File: src/rtl/tint_pkg.sv
// ----------------------------------------------------------------------------
// tint_pkg: shared types and constants of the tickless interval timer
// Command and result codes, channel payload structs, the front-to-back queue
// entry and a helper for the counter mask.
// ----------------------------------------------------------------------------
package tint_pkg;

  // Command codes on the input channel
  localparam logic [2:0] CMD_TICK     = 3'd0;
  localparam logic [2:0] CMD_SET      = 3'd1;
  localparam logic [2:0] CMD_RD_UNREP = 3'd2;
  localparam logic [2:0] CMD_RD_TIME  = 3'd3;
  localparam logic [2:0] CMD_ENABLE   = 3'd4;
  localparam logic [2:0] CMD_DISABLE  = 3'd5;

  // Result kinds on the output channel
  localparam logic [1:0] KIND_EXPIRY = 2'd0;
  localparam logic [1:0] KIND_UNREP  = 2'd1;
  localparam logic [1:0] KIND_TIME   = 2'd2;

  localparam logic [15:0] MIN_INTERVAL_RST = 16'd50;

  // Front-to-back queue
  localparam int QUEUE_DEPTH = 4;  // power of two, pointers wrap naturally
  localparam int QPTR_W      = $clog2(QUEUE_DEPTH);
  localparam int QLVL_W      = $clog2(QUEUE_DEPTH + 1);

  typedef struct packed {
    logic [2:0]  command;
    logic [31:0] period_us;
  } in_item_t;

  typedef struct packed {
    logic [1:0]  kind;
    logic [31:0] value_us;
  } out_item_t;

  // Classified operation, as handed to the back end
  typedef enum logic [2:0] {
    OP_TICK,
    OP_SET,
    OP_STOP,
    OP_RD_UNREP,
    OP_RD_TIME,
    OP_ENABLE,
    OP_DISABLE
  } op_t;

  typedef struct packed {
    op_t         op;
    logic [31:0] req_count;  // clamped interval in counts, saturated
    logic [31:0] min_count;  // minimum interval in counts, saturated
    logic        is_max;     // clamped interval equals the maximum
  } q_item_t;

  // Result before the divide by the clock rate
  typedef struct packed {
    logic [1:0]  kind;
    logic [31:0] dividend;
  } res_t;

  function automatic logic [31:0] cnt_mask(input int bits);
    logic [63:0] full;
    full = (64'd1 << bits) - 64'd1;
    return full[31:0];
  endfunction

endpackage

File: src/rtl/tint_front.sv
// ----------------------------------------------------------------------------
// tint_front: command intake and classification
// Holds the minimum-interval register, clamps set-interval requests, converts
// them to counts and pushes classified operations into the queue.
// ----------------------------------------------------------------------------
module tint_front import tint_pkg::*; #(
  parameter int CLOCK_MHZ    = 64,
  parameter int COUNTER_BITS = 24
) (
  input  logic              clk,
  input  logic              rst,
  input  logic              cmd_valid,
  output logic              cmd_stall,
  input  in_item_t          cmd_item,
  input  logic              cfg_we,
  input  logic [15:0]       cfg_wdata,
  input  logic [QLVL_W-1:0] q_level,
  output logic              q_push,
  output q_item_t           q_wdata
);

  localparam int          MW       = $clog2(CLOCK_MHZ + 1);
  localparam logic [31:0] CNT_MASK = cnt_mask(COUNTER_BITS);
  localparam logic [31:0] MAX_US   = CNT_MASK / 32'(CLOCK_MHZ);

  logic [15:0]    min_interval;
  logic           f1_valid;
  logic [2:0]     f1_cmd;
  logic [31:0]    f1_us;
  logic           f1_forever;
  logic           accept;
  logic           above_max;
  logic           below_min;
  logic [31:0]    us_clamped;
  logic [31+MW:0] set_prod;
  logic [15+MW:0] min_prod;
  logic           known;
  op_t            op;

  // Room for the item already in the intake stage is reserved
  assign cmd_stall = rst || ((q_level + QLVL_W'(f1_valid)) >= QLVL_W'(QUEUE_DEPTH));
  assign accept    = cmd_valid && !cmd_stall;

  assign above_max  = cmd_item.period_us > MAX_US;
  assign below_min  = cmd_item.period_us < 32'(min_interval);
  assign us_clamped = above_max ? MAX_US :
                      below_min ? 32'(min_interval) : cmd_item.period_us;

  always_ff @(posedge clk) begin
    if (rst) begin
      min_interval <= MIN_INTERVAL_RST;
      f1_valid     <= 1'b0;
    end else begin
      if (cfg_we) begin
        min_interval <= cfg_wdata;
      end
      f1_valid <= accept;
    end
  end

  always_ff @(posedge clk) begin
    if (accept) begin
      f1_cmd     <= cmd_item.command;
      f1_us      <= us_clamped;
      f1_forever <= &cmd_item.period_us;
    end
  end

  always_comb begin
    known = 1'b1;
    op    = OP_TICK;
    unique case (f1_cmd)
      CMD_TICK:     op = OP_TICK;
      CMD_SET:      op = f1_forever ? OP_STOP : OP_SET;
      CMD_RD_UNREP: op = OP_RD_UNREP;
      CMD_RD_TIME:  op = OP_RD_TIME;
      CMD_ENABLE:   op = OP_ENABLE;
      CMD_DISABLE:  op = OP_DISABLE;
      default:      known = 1'b0;
    endcase
  end

  assign set_prod = (32 + MW)'(f1_us) * (32 + MW)'(CLOCK_MHZ);
  assign min_prod = (16 + MW)'(min_interval) * (16 + MW)'(CLOCK_MHZ);

  always_comb begin
    q_wdata.op        = op;
    q_wdata.req_count = (set_prod > (32 + MW)'(CNT_MASK)) ? CNT_MASK : set_prod[31:0];
    q_wdata.min_count = (32'(min_prod) > CNT_MASK) ? CNT_MASK : 32'(min_prod);
    q_wdata.is_max    = f1_us == MAX_US;
  end

  // Unused command codes are dropped here
  assign q_push = f1_valid && known;

endmodule

File: config.mk
export PLATFORM = sky130hd
export DESIGN_NAME = tint_front
export DESIGN_NICKNAME = d
export VERILOG_FILES = /design/src/rtl/tint_pkg.sv /design/src/rtl/tint_front.sv
export SDC_FILE = /design/constraint.sdc
export NUM_CORES = 1
export LEC_CHECK = 0
export BUFFER_PORTS_ARGS = -buffer_cell sky130_fd_sc_hd__buf_2
export CAP_MARGIN = 20
export CORE_MARGIN = 4
export CORE_UTILIZATION = 35
export CTS_CLUSTER_DIAMETER = 80
export DETAILED_ROUTE_END_ITERATION = 12
export SYNTH_ARGS = -nofsm -noshare
export SYNTH_HDL_FRONTEND = slang
export SYNTH_SLANG_ARGS = --single-unit
File: constraint.sdc
create_clock -name clk -period 4.9 [get_ports clk]
set_input_delay 0.98 -clock clk [delete_from_list [all_inputs] [get_ports clk]]
set_output_delay 0.98 -clock clk [all_outputs]
set_load 0.005 [all_outputs]
==> impl_results.md <==
- Status: complete, no violations
- Core area: 0.00826 mm2
- Total number of vias: 2274
- Mapped cell area: 0.00298 mm2
- Tot Pwr: 861 uW
- Sinks on Clock Net: 53
- Critical Path Stages: 4
- Num ports: 128
- Non-filler cells, final: 504
- Fin crit share: 67.6%
- Layout overhead on the synthesized area: 20.2%
- Fin. Hold Viols: 0
- Post-DP Area: 0.00349 mm2
- Slowest stage cell, crit path: nand4_1
- Number of remaining DRC errors: 0
- Row cnt: 33
- Max Slew Vio Count: 0
- Worst-Margin Slew: 0.847 ns
- Leakage power: 1.69 nW
- Yosys top cell area share: 36.3%
- Overflow after GRT: 0
- # placed instances: 496
- Largest net degree at the start of global routing: 37
- Post-CTS Hold Fix Bufs: 0
- Required @ worst endpoint: 3.92 ns
- Post-CTS Setup Inserts: 0
- Tmin final: 3.31 ns
- Synth top cells by count: 50 x nor2_1, 36 x edfxtp_1, 31 x mux2i_1
- Synth top area cells: edfxtp_1 36%, dfxtp_1 11%, mux2i_1 10%
- Synthesized area per cell: 10.3 um2
- CP Capture Type: output pin
- CP peak stage delay: 0.64 ns
- Final Instance Area: 0.00358 mm2
- R2R Path End: f1_us[5]
- CP Data Arrival Time: 2.33 ns
- # port buffers: 103
- Latest clock arrival within the worst-skew pair: 0.31 ns
- Starting Density: 36.1%
- Slew HR: 43.5%
- FF-to-FF path depth: 7
- Clock tree buffer depth: 2
- Nets: 471
- Hold slack: 0.536 ns
- #FFs+latches synth: 53
- Via-to-Cell Ratio: 4.51
- RSZ-0062 raised after global routing: false
- CP Cell Sequence: nor4_1 -> nand4_1 -> or2_2 -> buf_2
- Post-synth EDFFs: 36
- TritonCTS clock tree: built
- H-Tree Depth: 2
- Buf/Inv on CP: 1
- Sequential element share of the synthesized area: 47.7%
- Synth Flop Type: edfxtp_1
- Tot GR Track Use: 12.7%
- Crit Path Category: register to output pin
- Asr flop ratio synth: 0%
- CTS root buffer: clkbuf_8
- Reg power frac: 59.2%
- Post-CTS sizing: 0
- First-pass GRT wire length: 10.1 mm
- Worst-path maximum fanout: 25
- Vias in the first global route: 2149
- CP endpoint: q_wdata[54]
- Reg-to-reg critical path startpoint: min_interval[13]
- Switching share of power: 25.0%
- Comb pwr share: 11.6%
- Drt wl/cell: 12.9 um
- PwrDens: 240 mW/mm2
- Die Y: 100 um
- Synth warnings: 0
- Flop2flop setup slack: 2.20 ns
- Critical Path Start: f1_us[20]
- Max VDD drop: 0.123 mV
- # setup viols final: 0
- Antenna-violating nets left: 0
- Count leader, synth: nor2_1
- Max Cap Violations: 0
- Die Wd: 100 um
- CP delay by family, top: simple AND/OR/NAND/NOR gates
- Violation count after the first detailed-route iteration: 85
- HP Class: register to register
- Final HPWL DP: 5.33 mm
- Final WL: 6.52 mm
- Unique masters post-synth: 32
- Fraction of layout cells with a size suffix above 1: 32.8%
- P_int: 645 uW
- Clock Power Share: 29.2%
- First-pass iteration count of the detailed router: 4
- Setup TNS: 0 ns
- Initial antenna violation count: 0
- Worst Setup Start Kind: register
- Total CTS buffers: 5
- Worst Skew: 0.0119 ns
- Post-synth top area cell: edfxtp_1
- Diode count: 0
- Clock transition at path regs: 0.10 ns
- Fmax: 302 MHz
- GP Congestion: 0.797
- Switching power: 216 uW
- Syn Inst Count: 288
- Die area: 0.0101 mm2
## metal layers
layer	global-route usage, %	part of all wire, %	vias up	wire, um
met5	0	0	-	0
li1	-	-	1168	-
met3	2.99	6.3	4	409
met1	16.7	45	1033	2930
met2	20.6	48	69	3130
met4	3.94	0.66	0	43
## kinds of logic after synthesis
logic type                 count (synthesis)  share of synthesized area (%)
DFF                                       53                           47.7
xor gates and xnor gates                   1                          0.294
and+or+nand+nor                          113                           19.0
AOI/OAI and AO/OA                         18                           4.16
muxes                                     31                           10.4
adders and majority gates                 15                           6.30
other                                      1                          0.126
buffers and inverters                     56                           12.0
## placed cells by master, fill, tap and decap left out
cell type	synthesis	routed
or4_1	5	5
clkbuf_8	0	5
nor2_1	50	50
or2_2	18	18
a21o_1	2	2
buf_2	0	103
inv_6	0	1
or2_1	2	2
clkinv_4	0	2
a21boi_0	1	1
a211oi_1	1	1
nand2_1	7	7
inv_1	17	17
nand4_1	17	17
nand3_1	3	3
dfxtp_1	17	17
nor3_1	1	1
nor4_1	6	6
o21ai_0	3	3
buf_4	29	2
a21oi_1	3	3
o211ai_1	4	4
conb_1	1	38
ha_1	15	15
o31ai_1	1	1
nand2b_1	2	2
xor2_1	1	1
a211o_1	2	2
a2111oi_0	1	1
and3_1	2	2
mux2i_1	31	31
edfxtp_1	36	36
## state kept, by name, summed over array words and instances, names as in the netlist
register	cells
min_interval	16
f1_valid	1
f1_cmd	3
f1_forever	1
f1_us	32
## power groups by stage
| stage | Clock, mW | Sequential, mW | Combinational (mW) |
|---|---|---|---|
| 6_report | 0.251 | 0.510 | 0.0999 |
| 5_1_grt | 0.280 | 0.513 | 0.115 |
| 4_1_cts | 0.260 | 0.510 | 0.0999 |
| 3_5_place_dp | 0 | 0.520 | 0.0995 |
| 3_3_place_gp | 0 | 0.520 | 0.0971 |
| 2_1_floorplan | 0 | 0.516 | 0.0635 |
## metrics by stage
stage	worst slack [ns]	utilization, %
2_1_floorplan	1.97	-
3_3_place_gp	1.33	42.2
3_5_place_dp	1.28	42.2
4_1_cts	1.48	43.4
5_1_grt	1.27	43.4
6_report	1.59	43.4
## worst register-to-register path, cell delays in order, from the launching register on
cell      delay [ns]
dfxtp_1         0.42
inv_1           0.06
ha_1            0.29
a211o_1         0.26
o211ai_1        0.12
o31ai_1         0.10
or4_1           0.92
mux2i_1         0.24
## how the worst min path moves through the flow
stage	start	endpoint	slack, ns	cells past startpoint
floorplan	min_interval[1]	min_interval[1]	0.50	2
global placement	min_interval[1]	min_interval[1]	0.52	2
detailed placement	min_interval[1]	min_interval[1]	0.52	2
CTS	min_interval[1]	min_interval[1]	0.54	2
global route	min_interval[4]	min_interval[4]	0.58	2
finish	min_interval[4]	min_interval[4]	0.54	2
## final cells by class
type	instances	area [um2]
Sequential cell	53	1420
Fill cell	850	4680
Inverter	17	63.8
Tap cell	105	131
Timing Repair Buffer	105	531
Clock buffer	5	68.8
Multi-Input combinational cell	216	1340
Clock inverter	3	26.3
Power figures use the tool's default switching activity.
