==> config.mk <==
export PLATFORM = sky130hd
export DESIGN_NAME = tint_queue
export DESIGN_NICKNAME = d
export VERILOG_FILES = /design/src/rtl/tint_pkg.sv /design/src/rtl/tint_queue.sv
export SDC_FILE = /design/constraint.sdc
export NUM_CORES = 1
export LEC_CHECK = 0
export BUFFER_PORTS_ARGS = -buffer_cell sky130_fd_sc_hd__buf_2
export CAP_MARGIN = 10
export CORE_ASPECT_RATIO = 1.4
export CORE_MARGIN = 2
export CORE_UTILIZATION = 50
export DETAILED_ROUTE_END_ITERATION = 8
export GPL_TIMING_DRIVEN = 1
export PLACE_DENSITY = 0.74
export SKIP_CTS_REPAIR_TIMING = 1
export SKIP_LAST_GASP = 1
export SYNTH_ARGS = -nofsm -noshare
export SYNTH_HDL_FRONTEND = slang
export SYNTH_SLANG_ARGS = --single-unit
==> constraint.sdc <==
create_clock -name clk -period 2.8 [get_ports clk]
set_clock_uncertainty 0.2 [all_clocks]
set_input_delay 0.28 -clock clk [delete_from_list [all_inputs] [get_ports clk]]
set_output_delay 0.28 -clock clk [all_outputs]
set_load 0.02 [all_outputs]
==> src/rtl/tint_pkg.sv <==
// ----------------------------------------------------------------------------
// tint_pkg: shared types and constants of the tickless interval timer
// Command and result codes, channel payload structs, the front-to-back queue
// entry and a helper for the counter mask.
// ----------------------------------------------------------------------------
package tint_pkg;

  // Command codes on the input channel
  localparam logic [2:0] CMD_TICK     = 3'd0;
  localparam logic [2:0] CMD_SET      = 3'd1;
  localparam logic [2:0] CMD_RD_UNREP = 3'd2;
  localparam logic [2:0] CMD_RD_TIME  = 3'd3;
  localparam logic [2:0] CMD_ENABLE   = 3'd4;
  localparam logic [2:0] CMD_DISABLE  = 3'd5;

  // Result kinds on the output channel
  localparam logic [1:0] KIND_EXPIRY = 2'd0;
  localparam logic [1:0] KIND_UNREP  = 2'd1;
  localparam logic [1:0] KIND_TIME   = 2'd2;

  localparam logic [15:0] MIN_INTERVAL_RST = 16'd50;

  // Front-to-back queue
  localparam int QUEUE_DEPTH = 4;  // power of two, pointers wrap naturally
  localparam int QPTR_W      = $clog2(QUEUE_DEPTH);
  localparam int QLVL_W      = $clog2(QUEUE_DEPTH + 1);

  typedef struct packed {
    logic [2:0]  command;
    logic [31:0] period_us;
  } in_item_t;

  typedef struct packed {
    logic [1:0]  kind;
    logic [31:0] value_us;
  } out_item_t;

  // Classified operation, as handed to the back end
  typedef enum logic [2:0] {
    OP_TICK,
    OP_SET,
    OP_STOP,
    OP_RD_UNREP,
    OP_RD_TIME,
    OP_ENABLE,
    OP_DISABLE
  } op_t;

  typedef struct packed {
    op_t         op;
    logic [31:0] req_count;  // clamped interval in counts, saturated
    logic [31:0] min_count;  // minimum interval in counts, saturated
    logic        is_max;     // clamped interval equals the maximum
  } q_item_t;

  // Result before the divide by the clock rate
  typedef struct packed {
    logic [1:0]  kind;
    logic [31:0] dividend;
  } res_t;

  function automatic logic [31:0] cnt_mask(input int bits);
    logic [63:0] full;
    full = (64'd1 << bits) - 64'd1;
    return full[31:0];
  endfunction

endpackage

==> src/rtl/tint_queue.sv <==
// ----------------------------------------------------------------------------
// tint_queue: small FIFO between front and back
// Register-based, one push and one pop per cycle, level exported for credit.
// ----------------------------------------------------------------------------
module tint_queue import tint_pkg::*; (
  input  logic              clk,
  input  logic              rst,
  input  logic              push,
  input  q_item_t           push_item,
  input  logic              pop,
  output logic              head_valid,
  output q_item_t           head_item,
  output logic [QLVL_W-1:0] level
);

  q_item_t           entries [QUEUE_DEPTH];
  logic [QPTR_W-1:0] wr_ptr;
  logic [QPTR_W-1:0] rd_ptr;

  always_ff @(posedge clk) begin
    if (push) begin
      entries[wr_ptr] <= push_item;
    end
  end

  always_ff @(posedge clk) begin
    if (rst) begin
      wr_ptr <= '0;
      rd_ptr <= '0;
      level  <= '0;
    end else begin
      if (push) begin
        wr_ptr <= wr_ptr + QPTR_W'(1);
      end
      if (pop) begin
        rd_ptr <= rd_ptr + QPTR_W'(1);
      end
      level <= level + QLVL_W'(push) - QLVL_W'(pop);
    end
  end

  assign head_valid = level != '0;
  assign head_item  = entries[rd_ptr];

endmodule

==> results.toml, run 1 <==
[sta]
clock.fmax_ghz = 0.401
rsz0062_at_grt = "false"
slew_headroom = 0.702
tightest_slew_ns = 0.447
period_minus_slack_ns = 2.49
fin_hold_ws_ns = 0.313
hold_violations = 0
finalSetupViolCount = 0
drv_slew = 0
post-route-period-util = 0.890
setup_tns_ns = 0

[logic_synthesis]
synth_cell_types = 21
syn_inst = 397
seq_area_frac_synth = 0.813
yosys_warnings = 0
syn_nets = 476
synth.avg_cell_area_um2 = 25.9
syn-cell-area_um2 = 10300
synth-seq-cells = 281

[clocking]
cts_tree = "done"
clockBufferDepth = 3
cts_buffers = 26
ctsRootBufferMaster = "clkbuf_16"
cts.sinks = 281
cts.htree.levels = 1
clk_pin_slew_ns = 0.06
clk_latency_ns = 0.51

[placement]
place_congestion = 0.727
dp_cells = 792
portBuffers = 143
dp.final_hpwl_mm = 11.1

[worst_setup_path]
critPathBufInv = 2
crit_chain = "buf_4, mux4_2, buf_2"
crit_slowest_cell = "mux4_2"
critPathCaptureType = "output port"
path_max_fanout = 20
critical_path_required_ns = 2.32
worstPathArrival_ns = 2.01
start_kind = "flip-flop"
path_class = "reg -> out"
cpPeakStageDelay_ns = 0.58
cpLargestDelayFamily = "multiplexers"

[drt]
drc = 0
routedWlPerCell_um = 20.4
drt_pass1_iterations = 4
ant_nets = 0
num_vias = 4838
viasPerCell = 5.30
drt_iter0_drc = 296
routed_wl_mm = 18.6

[finish]
multi_input_area_um2 = 1770
diodes = 0
final_common_cell = "edfxtp_1"
final_cell_mix = "272 x edfxtp_1, 143 x buf_2, 72 x dlygate4sd3_1, 68 x mux4_2, 27 x clkbuf_16"
finalNetCount = 715
final-seq-area_um2 = 8360
syn_to_final_growth_pct = 25.3
drive_above_1_share = 0.404
instances_no_fill = 912
fin_util = 0.633
n_fill_cell = 1398

[power_and_ir_drop]
sw_frac_of_total = 0.224
ir_drop_uv = 553
p_clk_frac = 0.351
pwr-share-seq = 0.528
power_density_nw_per_um2 = 720
p_comb_frac = 0.121
power.total_mw = 9.26
power.leakage_nw = 4.41
power_switching_mw = 2.08
internal-power_mw = 7.18

[floorplanning]
fp.dieH_um = 174
core_area_um2 = 20300
dieWidth_um = 125
die_area_um2 = 21700
start_util = 0.505
num_rows = 62
pin_count = 144

[global_routing]
overflow = 0
grt_first_pass_wirelength_mm = 28.0
grt_pass1_vias = 5036
grt_max_degree = 49
antenna_found_initial = 0
grt_use_total = 0.167

[job]
cap_violations = 0

[hold_path]
hp-class = "in -> reg"

[status]
outcome = "completed"
## layer usage
metal / track usage / wire length [um] / up-vias
li1: - / - / 2173
met1: 0.209 / 7480 / 2505
met2: 0.299 / 9960 / 134
met3: 0.0318 / 799 / 26
met4: 0.0477 / 350 / 0
met5: 0 / 0 / -
## per-stage QoR
stage                     setup slack, ns  area (um^2)
after floorplan                    0.0295        10300
after global placement              0.821        11400
after detailed placement            0.806        11400
after CTS                           0.246        12100
after global routing                0.195        12900
final                               0.308        12900
## cell families after synthesis
family | Yosys count | share of synthesized area
adders and majority gates | 7 | 0.00926
xor gates and xnor gates | 3 | 0.00402
and+or+nand+nor | 13 | 0.00682
AOI/OAI and AO/OA | 2 | 0.00146
muxes | 69 | 0.150
buffers and inverters | 22 | 0.0155
DFF | 281 | 0.813
## registers in the layout, summed over array words and instances, names as in the netlist, named ones only
name and cells:
wr_ptr 2, level 3, entries 272, rd_ptr 2
## cell type report
| type | instances | area share |
|---|---|---|
| Clock buffer | 32 | 0.0540 |
| Clock inverter | 16 | 0.00797 |
| Multi-Input combinational cell | 94 | 0.138 |
| Tap cell | 256 | 0.0249 |
| Sequential cell | 281 | 0.649 |
| Inverter | 6 | 0.00175 |
| Timing Repair Buffer | 227 | 0.124 |
## power groups by stage
stage          Clock, mW  Sequential, mW  Combinational (mW)
5_1_grt             3.49            4.90                1.20
3_3_place_gp           0            4.97                1.03
2_1_floorplan          0            4.98               0.678
3_5_place_dp           0            4.98                1.05
6_report            3.25            4.89                1.12
4_1_cts             3.32            4.89                1.06
## path summary, 6_finish.rpt
path	start	endpoint	slack, ns	cells past startpoint
min	push_item[20]	entries[3][20]	0.31	2
min reg2reg	rd_ptr[0]	flip-flop	0.35	2
max reg2reg	wr_ptr[0]	entries[0][8]	0.93	4
max	flip-flop	head_item[38]	0.31	3
## synthesized netlist by cell type
cell        n  area share
ha_1        6      0.0073
buf_12      3      0.0058
buf_6       1      0.0011
dfxtp_1     9       0.018
buf_4       4      0.0029
and2_1      4      0.0024
a21bo_2     1     0.00097
xnor2_1     2      0.0017
or3_1       1     0.00061
mux2i_1     1     0.00097
inv_1       6      0.0022
clkbuf_1    4      0.0015
xor3_1      1      0.0023
nand3b_1    1     0.00073
nor2b_1     2      0.0012
edfxtp_1  272        0.80
a21oi_1     1     0.00049
mux4_2     68        0.15
nor2_1      5      0.0018
buf_2       4      0.0019
fa_1        1      0.0019
Power figures use the tool's default switching activity.
==> inputs of run 2 (changes only) <==
--- a/config.mk
+++ b/config.mk
@@ -5,6 +5,7 @@
 export SDC_FILE = /design/constraint.sdc
 export NUM_CORES = 1
 export LEC_CHECK = 0
+export ABC_AREA = 1
 export BUFFER_PORTS_ARGS = -buffer_cell sky130_fd_sc_hd__buf_2
 export CAP_MARGIN = 10
 export CORE_ASPECT_RATIO = 1.4
@@ -12,7 +13,7 @@
 export CORE_UTILIZATION = 50
 export DETAILED_ROUTE_END_ITERATION = 8
 export GPL_TIMING_DRIVEN = 1
-export PLACE_DENSITY = 0.74
+export PLACE_DENSITY = 0.73
 export SKIP_CTS_REPAIR_TIMING = 1
 export SKIP_LAST_GASP = 1
 export SYNTH_ARGS = -nofsm -noshare
==> results.toml, run 2 <==
[logic_synthesis]
netlist_top_cells_count = "272 x edfxtp_1, 149 x inv_1, 124 x nand2_1"
seq_area_frac_synth = 0.715
synth.area.mux_share = 0
synthFlopType = "edfxtp_1"
synth_xor_area_frac = 0
synth.avg_cell_area_um2 = 13.8
synth_edf_count = 272
yosys_warnings = 0
syn_inst = 848
syn-cell-area_um2 = 11700
synth_fa_ha_area_frac = 0.00814
synth_most_common_cell = "edfxtp_1"
synth_top_family_by_area = "compound AO/OA/AOI/OAI gates"
synth.area.top_cells = "edfxtp_1 70%, o211ai_2 7.3%, inv_1 4.8%"
synth_top_cell_by_area = "edfxtp_1"
syn_nets = 927
synth_simple_gate_area_frac = 0.0524
synth_cell_types = 20
yosysTopAreaCellShare = 0.699
synth-seq-cells = 281
async_flop_share = 0
synth_compound_area_frac = 0.135

[finish]
drive_above_1_share = 0.271
final-seq-area_um2 = 8360
n_fill_cell = 1754
syn_to_final_growth_pct = 20.3
largest_register_ffs = 272
fin_util = 0.608
multi_input_area_um2 = 2290
reg_top3 = "entries (272), level (3)"
final_common_cell = "edfxtp_1"
final_cell_mix = "272 x edfxtp_1, 145 x inv_1, 143 x buf_2, 124 x nand2_1, 74 x a21oi_1"
regMostFlops = "entries"
diodes = 0
finalNetCount = 1138

[power_and_ir_drop]
power.leakage_nw = 5.45
ir_drop_uv = 533
power_density_nw_per_um2 = 662
power.total_mw = 9.30

[worst_setup_path]
path_max_fanout = 32
critical_path_required_ns = 2.32
cpPeakStageDelay_ns = 0.61
path_class = "reg -> out"
critPathBufInv = 2
crit_slowest_cell = "dfxtp_4"
critPathCaptureType = "output port"
worstPathArrival_ns = 2.06
start_kind = "flip-flop"
crit_chain = "buf_4, a21oi_1, o21ai_0, nand2_1, buf_2"
cpLargestDelayFamily = "flip-flops"

[sta]
post-route-period-util = 0.906
fin_hold_ws_ns = 0.282
drv_slew = 0
period_minus_slack_ns = 2.54
hold_violations = 0
rsz0062_at_grt = "false"
setup_ws_ns = 0.264
setup_tns_ns = 0
slew_headroom = 0.295
tightest_slew_ns = 1.06
clock.fmax_ghz = 0.394
finalSetupViolCount = 0

[clocking]
cts_buffers = 25
clockBufferDepth = 3
cts.sinks = 281
ctsRootBufferMaster = "clkbuf_16"
cts.htree.levels = 1
clk_latency_ns = 0.51
cts_tree = "done"
clk_pin_slew_ns = 0.06

[drt]
viasPerCell = 4.93
ant_nets = 0
num_vias = 6808
drt_pass1_iterations = 4
routed_wl_mm = 21.4
routedWlPerCell_um = 15.5
drt_iter0_drc = 313
drc = 0

[floorplanning]
die_area_um2 = 24600
start_util = 0.505
num_rows = 66
fp.dieH_um = 185
pin_count = 144
core_area_um2 = 23100
dieWidth_um = 133

[status]
outcome = "completed"

[job]
cap_violations = 0

[placement]
dp_slack_ns = 0.746
place_congestion = 0.757
dp.final_hpwl_mm = 12.7
portBuffers = 143

[global_routing]
antenna_found_initial = 0
grt_pass1_vias = 6572
grt_use_total = 0.169
grt_first_pass_wirelength_mm = 32.9
overflow = 0
grt_max_degree = 70

[hold_path]
hp-class = "reg -> reg"
run 2: report_power, final:
group	internal, mW	total, mW	switching (mW)
Clock	1.88	3.29	1.41
Combinational	0.399	1.13	0.732
Sequential	4.81	4.88	0.0711
run 2: cell type report:
| class | count | share of cell area |
|---|---|---|
| Tap cell | 306 | 0.0272 |
| Timing Repair Buffer | 229 | 0.118 |
| Multi-Input combinational cell | 370 | 0.163 |
| Clock buffer | 33 | 0.0481 |
| Inverter | 152 | 0.0410 |
| Sequential cell | 281 | 0.595 |
| Clock inverter | 11 | 0.00784 |
run 2: kinds of logic after synthesis:
logic type,Yosys count
flip-flops,281
AO/OA/AOI/OAI,214
buffers and inverters,197
AND/OR/NAND/NOR,149
adder cells (fa/ha/maj),7
run 2: worst paths after layout:
check | to | depth (start not counted) | startpoint | slack, ns
max | head_item[46] | 5 | flip-flop | 0.26
min | rd_ptr[0] | 1 | rd_ptr[0] | 0.28
max reg2reg | entries[3][36] | 4 | wr_ptr[1] | 0.75
min reg2reg | rd_ptr[0] | 1 | rd_ptr[0] | 0.28
run 2: through the flow:
step / instances / area, um^2
2_1_floorplan: 848 / 11700
3_5_place_dp: 1267 / 12600
4_1_cts: 1311 / 13300
5_1_grt: 1382 / 14100
6_report: 1382 / 14100
3_3_place_gp: 1267 / 12600
run 2: layer usage:
layer	wire length, um	up-vias	global-route usage
met3	825	26	0.0271
li1	-	3359	-
met5	0	-	0
met1	8640	3286	0.199
met4	348	0	0.0532
met2	11500	137	0.315
run 2: worst reg2reg max path, cell delays in order (launching register included):
cell and delay, ns:
dfxtp_1 0.36, ha_1 0.16, nand2_1 0.06, clkinv_2 0.04
buf_4 0.78
==> inputs of run 3 (changes only) <==
--- a/config.mk
+++ b/config.mk
@@ -10,10 +10,9 @@
 export CAP_MARGIN = 10
 export CORE_ASPECT_RATIO = 1.4
 export CORE_MARGIN = 2
-export CORE_UTILIZATION = 50
+export CORE_UTILIZATION = 35
 export DETAILED_ROUTE_END_ITERATION = 8
 export GPL_TIMING_DRIVEN = 1
-export PLACE_DENSITY = 0.73
 export SKIP_CTS_REPAIR_TIMING = 1
 export SKIP_LAST_GASP = 1
 export SYNTH_ARGS = -nofsm -noshare
==> results.toml, run 3 (synthesis gave the netlist of run 2 again) <==
[status]
outcome = "completed"

[worst_setup_path]
critical_path_required_ns = 2.32
critPathBufInv = 2
cpPeakStageDelay_ns = 0.65
path_class = "reg -> out"
crit_chain = "buf_4, a21oi_1, o21ai_0, nand2_1, buf_2"
path_depth = 5
crit_slowest_cell = "dfxtp_4"
cpLargestDelayFamily = "flip-flops"
critPathCaptureType = "output port"
worstPathArrival_ns = 1.95
start_kind = "flip-flop"
path_max_fanout = 30
r2r_cells = 4

[clocking]
clk_latency_ns = 0.52
cts.sinks = 281
ctsRootBufferMaster = "clkbuf_16"
cts_tree = "done"
clk_pin_slew_ns = 0.06
clockBufferDepth = 3
cts_buffers = 27
cts.htree.levels = 1

[finish]
syn_to_final_growth_pct = 23.1
drive_above_1_share = 0.276
regMostFlops = "entries"
finalNetCount = 1145
largest_register_ffs = 272
final_common_cell = "edfxtp_1"
n_fill_cell = 3035
final_cell_mix = "272 x edfxtp_1, 145 x inv_1, 143 x buf_2, 124 x nand2_1, 74 x a21oi_1"
reg_top3 = "entries (272), level (3)"

[sta]
post-route-period-util = 0.866
finalSetupViolCount = 0
hold_violations = 0
rsz0062_at_grt = "false"
tightest_slew_ns = 0.644
period_minus_slack_ns = 2.43
setup_tns_ns = 0
slew_headroom = 0.571
drv_slew = 0
setup_ws_ns = 0.374
clock.fmax_ghz = 0.412

[placement]
place_congestion = 0.711
portBuffers = 143
dp_slack_ns = 0.874
dp.final_hpwl_mm = 14.5

[power_and_ir_drop]
power_density_nw_per_um2 = 686
ir_drop_uv = 413
power.leakage_nw = 5.54

[global_routing]
met3_usage = 0.0262
grt_use_met1 = 0.148
grt_max_degree = 82
grt.met2_usage = 0.242
busiest_layer = "met2"
grt_first_pass_wirelength_mm = 34.8
grt_use_total = 0.131
overflow = 0
grt_pass1_vias = 6715
antenna_found_initial = 1

[drt]
ant_nets = 0
routedWlPerCell_um = 15.2
drt_pass1_iterations = 4
drt_iter0_drc = 410
num_vias = 6871
routed_wl_mm = 23.3
viasPerCell = 4.48
drc = 0

[hold_path]
hp-class = "reg -> reg"
whs_path_depth = 2

[floorplanning]
pin_count = 144
start_util = 0.354
dieWidth_um = 158
num_rows = 79
core_area_um2 = 33000
fp.dieH_um = 220
die_area_um2 = 34900

[job]
cap_violations = 0
==> run 3: changes by cell type in the layout (fill, tap and decap cells not counted) <==
cell and change:
buf_4 +8, bufinv_16 +4, buf_12 -3, clkinv_1 +3, clkbuf_16 +2, clkbuf_8 -2
clkinv_2 -2, clkbuf_1 -1, diode_2 +1, inv_6 +1
==> run 3: worst paths after layout <==
kind | startpoint | endpoint | slack (ns)
worst max-delay path | flip-flop | head_item[21] | 0.37
worst min-delay path | rd_ptr[1] | flip-flop | 0.25
worst max register to register | wr_ptr[0] | entries[3][43] | 0.95
worst min register to register | rd_ptr[1] | flip-flop | 0.25
==> run 3: area by class of cell <==
type / instances / area, um^2 / share of cell area
Tap cell: 445 / 557 / 0.0387
Sequential cell: 281 / 8360 / 0.581
Antenna cell: 1 / 2.50 / 0.000174
Multi-Input combinational cell: 370 / 2290 / 0.159
Inverter: 152 / 576 / 0.0400
Clock inverter: 17 / 240 / 0.0167
Clock buffer: 32 / 694 / 0.0483
Timing Repair Buffer: 234 / 1660 / 0.116
==> run 3: through the flow <==
stage | power (mW) | cell area (um^2) | utilization | hold WS, ns | std cells
3_3_place_gp | 6.04 | 12700 | 0.386 | 0.252 | 1411
6_report | 9.86 | 14400 | 0.435 | 0.253 | 1532
5_1_grt | 10.3 | 14400 | 0.435 | 0.285 | 1532
2_1_floorplan | 5.69 | 11700 | - | 0.151 | 848
3_5_place_dp | 6.06 | 12700 | 0.386 | 0.251 | 1411
4_1_cts | 9.90 | 13700 | 0.414 | -0.273 | 1460
==> run 3: power breakdown <==
group	total, mW	internal [mW]	switching, mW
Clock	3.84	2.33	1.51
Sequential	4.87	4.81	0.0674
Combinational	1.15	0.395	0.751
==> run 3: routing by layer <==
layer	vias up	share of wire
met4	0	0.021
li1	3383	-
met1	3328	0.41
met5	-	0
met3	32	0.043
met2	128	0.53
==> run 3: worst reg2reg max path, stage by stage (launching register included) <==
cell	delay (ns)
dfxtp_1	0.33
ha_1	0.19
nand2_1	0.08
clkinv_2	0.38
buf_4	0.40
