### src/rtl/tint_pkg.sv
// ----------------------------------------------------------------------------
// tint_pkg: shared types and constants of the tickless interval timer
// Command and result codes, channel payload structs, the front-to-back queue
// entry and a helper for the counter mask.
// ----------------------------------------------------------------------------
package tint_pkg;

  // Command codes on the input channel
  localparam logic [2:0] CMD_TICK     = 3'd0;
  localparam logic [2:0] CMD_SET      = 3'd1;
  localparam logic [2:0] CMD_RD_UNREP = 3'd2;
  localparam logic [2:0] CMD_RD_TIME  = 3'd3;
  localparam logic [2:0] CMD_ENABLE   = 3'd4;
  localparam logic [2:0] CMD_DISABLE  = 3'd5;

  // Result kinds on the output channel
  localparam logic [1:0] KIND_EXPIRY = 2'd0;
  localparam logic [1:0] KIND_UNREP  = 2'd1;
  localparam logic [1:0] KIND_TIME   = 2'd2;

  localparam logic [15:0] MIN_INTERVAL_RST = 16'd50;

  // Front-to-back queue
  localparam int QUEUE_DEPTH = 4;  // power of two, pointers wrap naturally
  localparam int QPTR_W      = $clog2(QUEUE_DEPTH);
  localparam int QLVL_W      = $clog2(QUEUE_DEPTH + 1);

  typedef struct packed {
    logic [2:0]  command;
    logic [31:0] period_us;
  } in_item_t;

  typedef struct packed {
    logic [1:0]  kind;
    logic [31:0] value_us;
  } out_item_t;

  // Classified operation, as handed to the back end
  typedef enum logic [2:0] {
    OP_TICK,
    OP_SET,
    OP_STOP,
    OP_RD_UNREP,
    OP_RD_TIME,
    OP_ENABLE,
    OP_DISABLE
  } op_t;

  typedef struct packed {
    op_t         op;
    logic [31:0] req_count;  // clamped interval in counts, saturated
    logic [31:0] min_count;  // minimum interval in counts, saturated
    logic        is_max;     // clamped interval equals the maximum
  } q_item_t;

  // Result before the divide by the clock rate
  typedef struct packed {
    logic [1:0]  kind;
    logic [31:0] dividend;
  } res_t;

  function automatic logic [31:0] cnt_mask(input int bits);
    logic [63:0] full;
    full = (64'd1 << bits) - 64'd1;
    return full[31:0];
  endfunction

endpackage

### src/rtl/tint_div.sv
// ----------------------------------------------------------------------------
// tint_div: pipelined divide by the clock rate
// Reciprocal multiply, back-multiply, then one compare-and-subtract fixup.
// Two register stages; quotient and remainder come out combinationally.
// ----------------------------------------------------------------------------
module tint_div #(
  parameter int CLOCK_MHZ = 64
) (
  input  logic        clk,
  input  logic        advance,
  input  logic [31:0] dividend,
  output logic [31:0] quotient,
  output logic [((CLOCK_MHZ > 1) ? $clog2(CLOCK_MHZ) : 1)-1:0] remainder
);

  localparam int MW = $clog2(CLOCK_MHZ + 1);
  localparam int RW = (CLOCK_MHZ > 1) ? $clog2(CLOCK_MHZ) : 1;
  // floor((2^32-1)/M): estimate is low by at most one
  localparam logic [63:0] RECIP64 = 64'hFFFF_FFFF / 64'(CLOCK_MHZ);
  localparam logic [31:0] RECIP   = RECIP64[31:0];
  localparam logic [31:0] DIVISOR = 32'(CLOCK_MHZ);

  logic [63:0]      prod;
  logic [31:0]      u1;
  logic [31:0]      q0;
  logic [31:0]      u2;
  logic [31:0]      m2;
  logic [31+MW:0]   back_prod;
  logic [31:0]      rem_raw;
  logic             fix;
  logic [31:0]      rem_fixed;

  assign back_prod = (32 + MW)'(prod[63:32]) * (32 + MW)'(CLOCK_MHZ);

  always_ff @(posedge clk) begin
    if (advance) begin
      prod <= 64'(dividend) * 64'(RECIP);
      u1   <= dividend;
      q0   <= prod[63:32];
      u2   <= u1;
      m2   <= back_prod[31:0];
    end
  end

  assign rem_raw   = u2 - m2;
  assign fix       = rem_raw >= DIVISOR;
  assign quotient  = fix ? q0 + 32'd1 : q0;
  assign rem_fixed = fix ? rem_raw - DIVISOR : rem_raw;
  assign remainder = rem_fixed[RW-1:0];

endmodule

### src/rtl/tint_out.sv
// ----------------------------------------------------------------------------
// tint_out: result divide pipeline and output register
// Converts counts to microseconds; the whole pipe freezes while the output
// register is stalled.
// ----------------------------------------------------------------------------
module tint_out import tint_pkg::*; #(
  parameter int CLOCK_MHZ = 64
) (
  input  logic      clk,
  input  logic      rst,
  input  logic      res_valid,
  input  res_t      res,
  output logic      res_ready,
  output logic      rsp_valid,
  input  logic      rsp_stall,
  output out_item_t rsp_item
);

  logic        advance;
  logic        v1;
  logic        v2;
  logic [1:0]  k1;
  logic [1:0]  k2;
  logic [31:0] quot;

  assign advance   = !rsp_valid || !rsp_stall;
  assign res_ready = advance;

  tint_div #(
    .CLOCK_MHZ(CLOCK_MHZ)
  ) u_out_div (
    .clk      (clk),
    .advance  (advance),
    .dividend (res.dividend),
    .quotient (quot),
    .remainder()
  );

  always_ff @(posedge clk) begin
    if (rst) begin
      v1        <= 1'b0;
      v2        <= 1'b0;
      rsp_valid <= 1'b0;
    end else if (advance) begin
      v1        <= res_valid;
      v2        <= v1;
      rsp_valid <= v2;
    end
  end

  always_ff @(posedge clk) begin
    if (advance) begin
      k1                <= res.kind;
      k2                <= k1;
      rsp_item.kind     <= k2;
      rsp_item.value_us <= quot;
    end
  end

endmodule

### config.mk
export PLATFORM = sky130hd
export DESIGN_NAME = tint_out
export DESIGN_NICKNAME = d
export VERILOG_FILES = /design/src/rtl/tint_pkg.sv /design/src/rtl/tint_div.sv /design/src/rtl/tint_out.sv
export SDC_FILE = /design/constraint.sdc
export NUM_CORES = 1
export LEC_CHECK = 0
export ABC_CLOCK_PERIOD_IN_PS = 8000
export BUFFER_PORTS_ARGS = -buffer_cell sky130_fd_sc_hd__buf_2
export CORE_ASPECT_RATIO = 0.8
export CORE_MARGIN = 2
export CORE_UTILIZATION = 40
export DETAILED_ROUTE_END_ITERATION = 7
export SLEW_MARGIN = 25
export SYNTH_ARGS = -nofsm -noshare
export SYNTH_HDL_FRONTEND = slang
export SYNTH_SLANG_ARGS = --single-unit
### constraint.sdc
create_clock -name clk -period 8 [get_ports clk]
set_input_delay 1.6 -clock clk [delete_from_list [all_inputs] [get_ports clk]]
set_output_delay 1.6 -clock clk [all_outputs]
set_load 0.05 [all_outputs]
==> impl_metrics.ini, run 1 <==
[logic_synthesis]
synth_area_um2 = 20700
synth_edf_count = 137
synth_cells = 1877
ys_ff_latch = 140
yosys.cell_types.count = 74
yosysWarnings = 0
ys_seq_area_frac = 0.202
synthFlopType = edfxtp_1
ys_async_sr_fraction = 0
avgSynthCellArea_um2 = 11.0

[finish]
final_common_cell = inv_1
synthToLayoutAreaGrowth_pct = 21.0
fin_util = 0.490
antenna_cells = 0
drive_above_1_share = 0.231
finalNetCount = 2898
final_cell_mix = inv_1, fa_1, buf_4

[timing]
layout_min_cycle_time_ns = 7.99
rsz0062_at_grt = yes
fmax_ghz = 0.125
fin_skew_ns = 0.0145
finalHoldViolCount = 0
slew_violations = 0
fin_crit_sh = 0.999
whs_ns = 0.416
fin_setup_tns_ns = 0
setup_violations = 0
slew_headroom = 0.387
worstMarginPinSlew_ns = 0.919

[worst_hold_path]
hold_depth = 0
hold_end = u_out_div.q0[12]
hold_class = reg -> reg
hp-start = u_out_div.prod[44]

[setup_path]
crit_family = adder cells
critPathRequiredTime_ns = 8.16
cp-start-kind = primary input
crit_path_max_incr_delay_ns = 0.62
path_class = in -> reg
crit_slowest_cell = fa_2
reg2regPathDepth = 13
crit_top_cell = fa_1
cp.arrival_ns = 8.16
crit_path_max_fanout = 4
crit_buf_inv = 7
reg2reg_setup_slack_ns = 3.07
crit_path_end_kind = flop
r2r_start = u_out_div.q0[2]
r2r-end = rsp_item[1]

[global_routing]
grt_max_degree = 72
grt.total_usage = 0.223
grt_pass1_vias = 15481
gr-total-overflow = 0
antenna_found_initial = 3
grt_pass1_wl_um = 90300

[floorplan]
core_region_area_um2 = 51100
pin_count = 74
die_y_um = 208
start_util = 0.405
placementRows = 74
die_w_um = 258
die_area_um2 = 53600

[place]
gp_congestion = 1.01
hpwl_um = 53100
io_buffers = 68

[clock_network]
ctsHtreeMaxLevel = 4
ctsHoldBuffers = 0
cts_buffers = 17
cts_tree = yes
clk_latency_ns = 0.42
clkSinkCount = 140
root_buffer = clkbuf_16
clkTransAtPathRegs_ns = 0.06
cts_buffer_depth = 2

[route]
postRouteAntennaNets = 0
drt_first_pass_iters = 5
post_drt_wl_per_cell_um = 19.9
avgViaCountPerCell = 4.94
finalWirelength_um = 58600
vias = 14531
drt_iter0_markers = 1035
post-route-drc-count = 0

[run]
maxCapViolations = 0

[outcome]
outcome = finished, final reports clean
-- metal layers --
metal  track usage  routed length [um]  vias to the layer above
met1         0.351               28700                     7382
li1              -                   -                     6669
met5             0                   0                        -
met3        0.0415                4090                       30
met4        0.0307                 477                        0
met2         0.326               25300                      450
-- worst reg2reg max path: stages (launching register included) --
cell and delay, ns:
edfxtp_1 0.62, inv_1 0.21, ha_1 0.39, xnor2_1 0.15
nor3_1 0.43, o21ai_1 0.15, or4_1 0.43, or4_1 0.41
nor4_1 0.28, o2111ai_1 0.24, nor4b_4 0.27, buf_4 0.33
and2_1 0.36, mux2_1 0.40
-- registers in the layout, indices dropped and copies added, names as in the netlist --
register,flops
rsp_item,29
u_out_div.prod,26
u_out_div.q0,26
u_out_div.u1,26
u_out_div.u2,26
k1,2
k2,2
rsp_valid,1
v1,1
v2,1
-- cells in the mapped netlist, types with 5 or more instances --
| cell type | instances | area share |
|---|---|---|
| edfxtp_1 | 137 | 0.20 |
| or3_1 | 5 | 0.0015 |
| nor3_1 | 14 | 0.0034 |
| nand4_1 | 20 | 0.0060 |
| nand2_1 | 63 | 0.011 |
| nor2_1 | 42 | 0.0076 |
| xor2_1 | 15 | 0.0063 |
| nand3_1 | 22 | 0.0053 |
| buf_4 | 7 | 0.0025 |
| and4_1 | 6 | 0.0025 |
| xnor2_1 | 46 | 0.019 |
| nor4_1 | 6 | 0.0018 |
| and3_1 | 5 | 0.0015 |
| a211oi_1 | 16 | 0.0058 |
| a31oi_1 | 9 | 0.0027 |
| clkbuf_1 | 9 | 0.0016 |
| and2_1 | 5 | 0.0015 |
| o21a_1 | 18 | 0.0065 |
| o2111ai_1 | 7 | 0.0030 |
| nand2b_1 | 6 | 0.0018 |
| inv_1 | 568 | 0.10 |
| o21ai_0 | 29 | 0.0070 |
| ha_1 | 194 | 0.12 |
| nor4b_1 | 5 | 0.0021 |
| a21o_1 | 30 | 0.011 |
| fa_1 | 421 | 0.41 |
| o41ai_1 | 6 | 0.0025 |
| nor2b_1 | 6 | 0.0018 |
| o211ai_1 | 7 | 0.0025 |
| a21oi_1 | 76 | 0.018 |
-- worst max path at each step --
stage,start,end,cells past startpoint
finish,res[6],u_out_div.prod[51],25
global placement,res[16],u_out_div.prod[57],22
global route,res[6],u_out_div.prod[51],25
floorplan,res[21],u_out_div.prod[51],24
CTS,res[8],u_out_div.prod[57],24
detailed placement,res[16],u_out_div.prod[51],23
-- cells by family after synthesis --
kind of cell	synth area share
AOI/OAI and AO/OA	0.0788
xor gates and xnor gates	0.0258
adders and majority gates	0.524
buffers and inverters	0.109
DFF	0.202
muxes	0.00411
other	0.000181
and+or+nand+nor	0.0568
-- stage by stage --
stage | setup WS, ns | instance area [um2] | std cells
floorplan | 0.0524 | 20700 | 1881
global placement | -0.645 | 23900 | 2888
detailed placement | -0.804 | 23900 | 2888
CTS | 0.00107 | 24700 | 2927
global route | -0.181 | 25100 | 2942
finish | 0.00710 | 25100 | 2942
-- area by class of cell --
class / count / area [um2]
Timing Repair Buffer: 366 / 2650
Sequential cell: 140 / 4170
Clock inverter: 12 / 115
Fill cell: 4677 / 26100
Tap cell: 684 / 856
Clock buffer: 20 / 447
Multi-Input combinational cell: 1152 / 14700
Inverter: 568 / 2150
-- timing repair --
action | in CTS | in global routing
pin swaps | 25 | 46
gates resized for setup | 37 | 105
buffers inserted | 7 | 16
endpoints found under the setup margin | 15 | 20
gates cloned | 0 | 0
Power of run 1 is left out: the tool's default activity adds up to more than one toggle a clock period on the data nets, which glitch-free logic cannot reach.
==> run 2: changes to the inputs <==
CORE_UTILIZATION = 59   (was 40)
PLACE_DENSITY = 0.79   (was unset)
==> impl_metrics.ini, run 2 (synthesized netlist as in run 1, its figures left out) <==
[global_routing]
grt_max_degree = 73
grt.total_usage = 0.328
antenna_found_initial = 1
gr-total-overflow = 0
grt_pass1_vias = 15795
grt_pass1_wl_um = 87400

[finish]
final_common_cell = inv_1
nFillCells = 2482
top_register = rsp_item
finalNetCount = 2870
drive_above_1_share = 0.205
final_cell_mix = inv_1, fa_1, buf_4
largest_reg_flops = 29
synthToLayoutAreaGrowth_pct = 18.7

[setup_path]
reg2reg_setup_slack_ns = 3.08
crit_path_max_fanout = 4
crit_path_max_incr_delay_ns = 0.61
reg2regPathDepth = 11
r2r_start = u_out_div.q0[2]
crit_top_cell = fa_1
path_class = in -> reg
crit_path_end_kind = flop
crit_family = adder cells
critPathRequiredTime_ns = 8.17
crit_slowest_cell = fa_1
crit_buf_inv = 9
cp-start-kind = primary input
r2r-end = rsp_item[1]
cp.arrival_ns = 8.47

[worst_hold_path]
hold_end = u_out_div.u2[20]
hp-start = u_out_div.u1[20]
hold_depth = 0
hold_class = reg -> reg

[clock_network]
clk_latency_ns = 0.43
clkSinkCount = 140
ctsHtreeMaxLevel = 4
cts_buffers = 17
cts_buffer_depth = 2
clkTransAtPathRegs_ns = 0.06
root_buffer = clkbuf_16
cts_tree = yes

[place]
gp_congestion = 1.04
hpwl_um = 49800
place_ws_ns = -0.913
io_buffers = 68

[floorplan]
pin_count = 74
die_w_um = 213
start_util = 0.598
core_region_area_um2 = 34700
die_area_um2 = 36600
placementRows = 61
die_y_um = 172

[timing]
slew_headroom = 0.362
layout_min_cycle_time_ns = 8.30
finalHoldViolCount = 0
slew_violations = 0
fin_crit_sh = 1.04
worstMarginPinSlew_ns = 0.957
whs_ns = 0.416
rsz0062_at_grt = yes
setup_violations = 14
fin_skew_ns = 0.0160
fin_ws_ns = -0.297
fmax_ghz = 0.121

[run]
maxCapViolations = 0

[route]
avgViaCountPerCell = 5.52
post_drt_wl_per_cell_um = 21.1
vias = 14912
drt_first_pass_iters = 5
postRouteAntennaNets = 0
drt_iter0_markers = 1298
post-route-drc-count = 0
finalWirelength_um = 57100

[outcome]
outcome = complete, but fails checks
violations = negative setup slack
## run 2: cell types whose count changed in the layout (fill, tap and decap cells not counted), sizes merged
cell      previous run  this run
clkinvlp             7         6
diode                0         1
bufinv               1         4
buf                363       337
inv                566       568
clkbuf              23        20
clkinv               6         3
## run 2: layout make-up
| type | count | area [um2] | area share |
|---|---|---|---|
| well taps | 472 | 591 | 0.0240 |
| clock inverters | 13 | 205 | 0.00835 |
| repair buffers | 338 | 2420 | 0.0985 |
| inverters | 568 | 2150 | 0.0875 |
| diodes | 1 | 2.50 | 0.000102 |
| multi-input cells | 1152 | 14600 | 0.594 |
| clock buffers | 19 | 443 | 0.0180 |
| flip-flops and latches | 140 | 4170 | 0.170 |
## run 2: how the worst max path moves through the flow
| stage | from | slack, ns | end | depth (start not counted) |
|---|---|---|---|---|
| finish | res[6] | -0.30 | u_out_div.prod[57] | 27 |
| global route | res[7] | -0.38 | u_out_div.prod[54] | 28 |
| CTS | res[5] | -0.09 | u_out_div.prod[57] | 26 |
| detailed placement | res[7] | -0.91 | u_out_div.prod[51] | 26 |
| floorplan | res[21] | 0.05 | u_out_div.prod[51] | 24 |
| global placement | res[7] | -0.63 | u_out_div.prod[51] | 26 |
## run 2: per-layer routing
layer / vias up / GRT usage / routed length (um)
met2: 701 / 0.494 / 25400
met1: 7495 / 0.468 / 24200
met5: - / 0 / 63
met4: 2 / 0.0921 / 1580
met3: 106 / 0.0937 / 5910
li1: 6608 / - / -
## run 2: what timing repair did
action,in CTS,in global routing
setup endpoints to repair,19,19
pin swaps,19,24
hold buffers,0,0
setup buffers,7,7
endpoints found under the hold margin,0,0
gates resized for setup,45,50
## run 2: stage by stage
step | instances | TNS, ns | instance area [um2] | util
final | 2703 | -2.60 | 24600 | 0.709
after global routing | 2702 | -4.03 | 24600 | 0.709
after CTS | 2696 | -0.178 | 24300 | 0.702
after detailed placement | 2657 | -12.70 | 23500 | 0.678
after global placement | 2657 | -8.70 | 23500 | 0.678
after floorplan | 1881 | 0 | 20700 | -
Power of run 2 is left out for the same reason.
==> run 3: changes to the inputs <==
CELL_PAD_IN_SITES_DETAIL_PLACEMENT = 0   (was unset)
CELL_PAD_IN_SITES_GLOBAL_PLACEMENT = 1   (was unset)
CORE_UTILIZATION = 48   (was 59)
PLACE_DENSITY = 0.8   (was 0.79)
==> impl_metrics.ini, run 3 (synthesized netlist as in run 1, its figures left out) <==
[place]
hpwl_um = 51900
io_buffers = 68
gp_congestion = 1.01

[finish]
antenna_cells = 0
largest_reg_flops = 29
synthToLayoutAreaGrowth_pct = 20.2
final_cell_mix = inv_1, fa_1, buf_4
top_register = rsp_item
drive_above_1_share = 0.216
finalNetCount = 2905
final_common_cell = inv_1

[worst_hold_path]
hold_class = reg -> reg

[setup_path]
crit_path_end_kind = flop
cp.arrival_ns = 8.25
critPathRequiredTime_ns = 8.17
path_class = in -> reg
cp-start-kind = primary input
crit_path_max_fanout = 5

[clock_network]
cts_buffer_depth = 2
clk_latency_ns = 0.43
cts_tree = yes
ctsHoldBuffers = 0
clkSinkCount = 140
ctsHtreeMaxLevel = 4
cts_buffers = 17
root_buffer = clkbuf_16
clkTransAtPathRegs_ns = 0.07

[outcome]
violations = negative setup slack
outcome = complete, but fails checks

[floorplan]
die_y_um = 190
die_area_um2 = 44800
placementRows = 68
start_util = 0.483
pin_count = 74
core_region_area_um2 = 42900
die_w_um = 236

[run]
maxCapViolations = 0

[global_routing]
grt_pass1_wl_um = 89600
grt_max_degree = 83
antenna_found_initial = 0
grt_use_met3 = 0.0562
busiest_layer = met2
grt_pass1_vias = 15263
grt.met1_usage = 0.406
gr-total-overflow = 0
use_met2 = 0.409
grt.total_usage = 0.267

[timing]
setup_violations = 10
slew_headroom = 0.383
fin_ws_ns = -0.0823
whs_ns = 0.414
fin_crit_sh = 1.01
rsz0062_at_grt = yes
fin_skew_ns = 0.0159
worstMarginPinSlew_ns = 0.926
fin_setup_tns_ns = -0.415
finalHoldViolCount = 0
fmax_ghz = 0.124
layout_min_cycle_time_ns = 8.08
slew_violations = 0

[route]
finalWirelength_um = 57900
post_drt_wl_per_cell_um = 20.5
post-route-drc-count = 0
avgViaCountPerCell = 5.15
postRouteAntennaNets = 0
vias = 14562
drt_first_pass_iters = 5
drt_iter0_markers = 978
[run 3: cell types whose count changed in the layout (fill, tap and decap cells not counted), sizes merged]
cell	before	now
diode	1	0
bufinv	4	1
clkinvlp	6	5
clkinv	3	4
inv	568	573
buf	337	370
[run 3: per-layer routing]
metal  routed length [um]  vias to the layer above
met3                 4360                       24
li1                     -                     6667
met5                    0                        -
met2                25700                      460
met4                  416                        0
met1                27300                     7411
[run 3: final timing paths]
kind | startpoint | to | slack [ns] | depth (start not counted)
setup reg to reg | u_out_div.q0[2] | rsp_item[1] | 3.12 | 11
hold / removal | u_out_div.u1[14] | u_out_div.u2[14] | 0.41 | 0
hold reg to reg | u_out_div.u1[14] | u_out_div.u2[14] | 0.41 | 0
setup / recovery | res[7] | u_out_div.prod[56] | -0.08 | 24
[run 3: layout make-up]
type,count,area (um2)
fill,3722,18000
multi-input combinational,1152,14600
sequential,140,4170
timing repair buffer,373,2690
inverter,568,2150
tap,560,701
clock buffer,17,425
clock inverter,15,171
[run 3: critical path, cell delays in order]
cell,delay (ns)
buf_8,0.08
clkinvlp_4,0.12
buf_6,0.14
fa_2,0.58
clkinv_4,0.10
fa_2,0.59
inv_2,0.06
fa_1,0.49
inv_2,0.04
fa_1,0.49
fa_1,0.59
fa_1,0.46
fa_1,0.52
ha_4,0.31
nand4_1,0.19
nor4_4,0.37
o211ai_1,0.13
or4_4,0.46
a21oi_4,0.20
o21a_4,0.18
o211ai_1,0.12
nand3b_1,0.18
a21oi_2,0.09
xnor2_2,0.14
[run 3: timing repair]
| action | 4_1_cts | 5_1_grt |
|---|---|---|
| gates resized for setup | 25 | 69 |
| endpoints found under the setup margin | 13 | 18 |
| setup buffers | 5 | 17 |
| pin swaps | 7 | 28 |
[run 3: per-stage QoR]
step / util / setup slack [ns] / instance area [um2] / std cells
5_1_grt: 0.581 / -0.235 / 24900 / 2825
6_report: 0.581 / -0.0823 / 24900 / 2825
2_1_floorplan: - / 0.0524 / 20700 / 1881
3_3_place_gp: 0.554 / -0.660 / 23800 / 2770
4_1_cts: 0.571 / -0.0180 / 24500 / 2807
3_5_place_dp: 0.554 / -0.828 / 23800 / 2770
Power of run 3 is left out for the same reason.
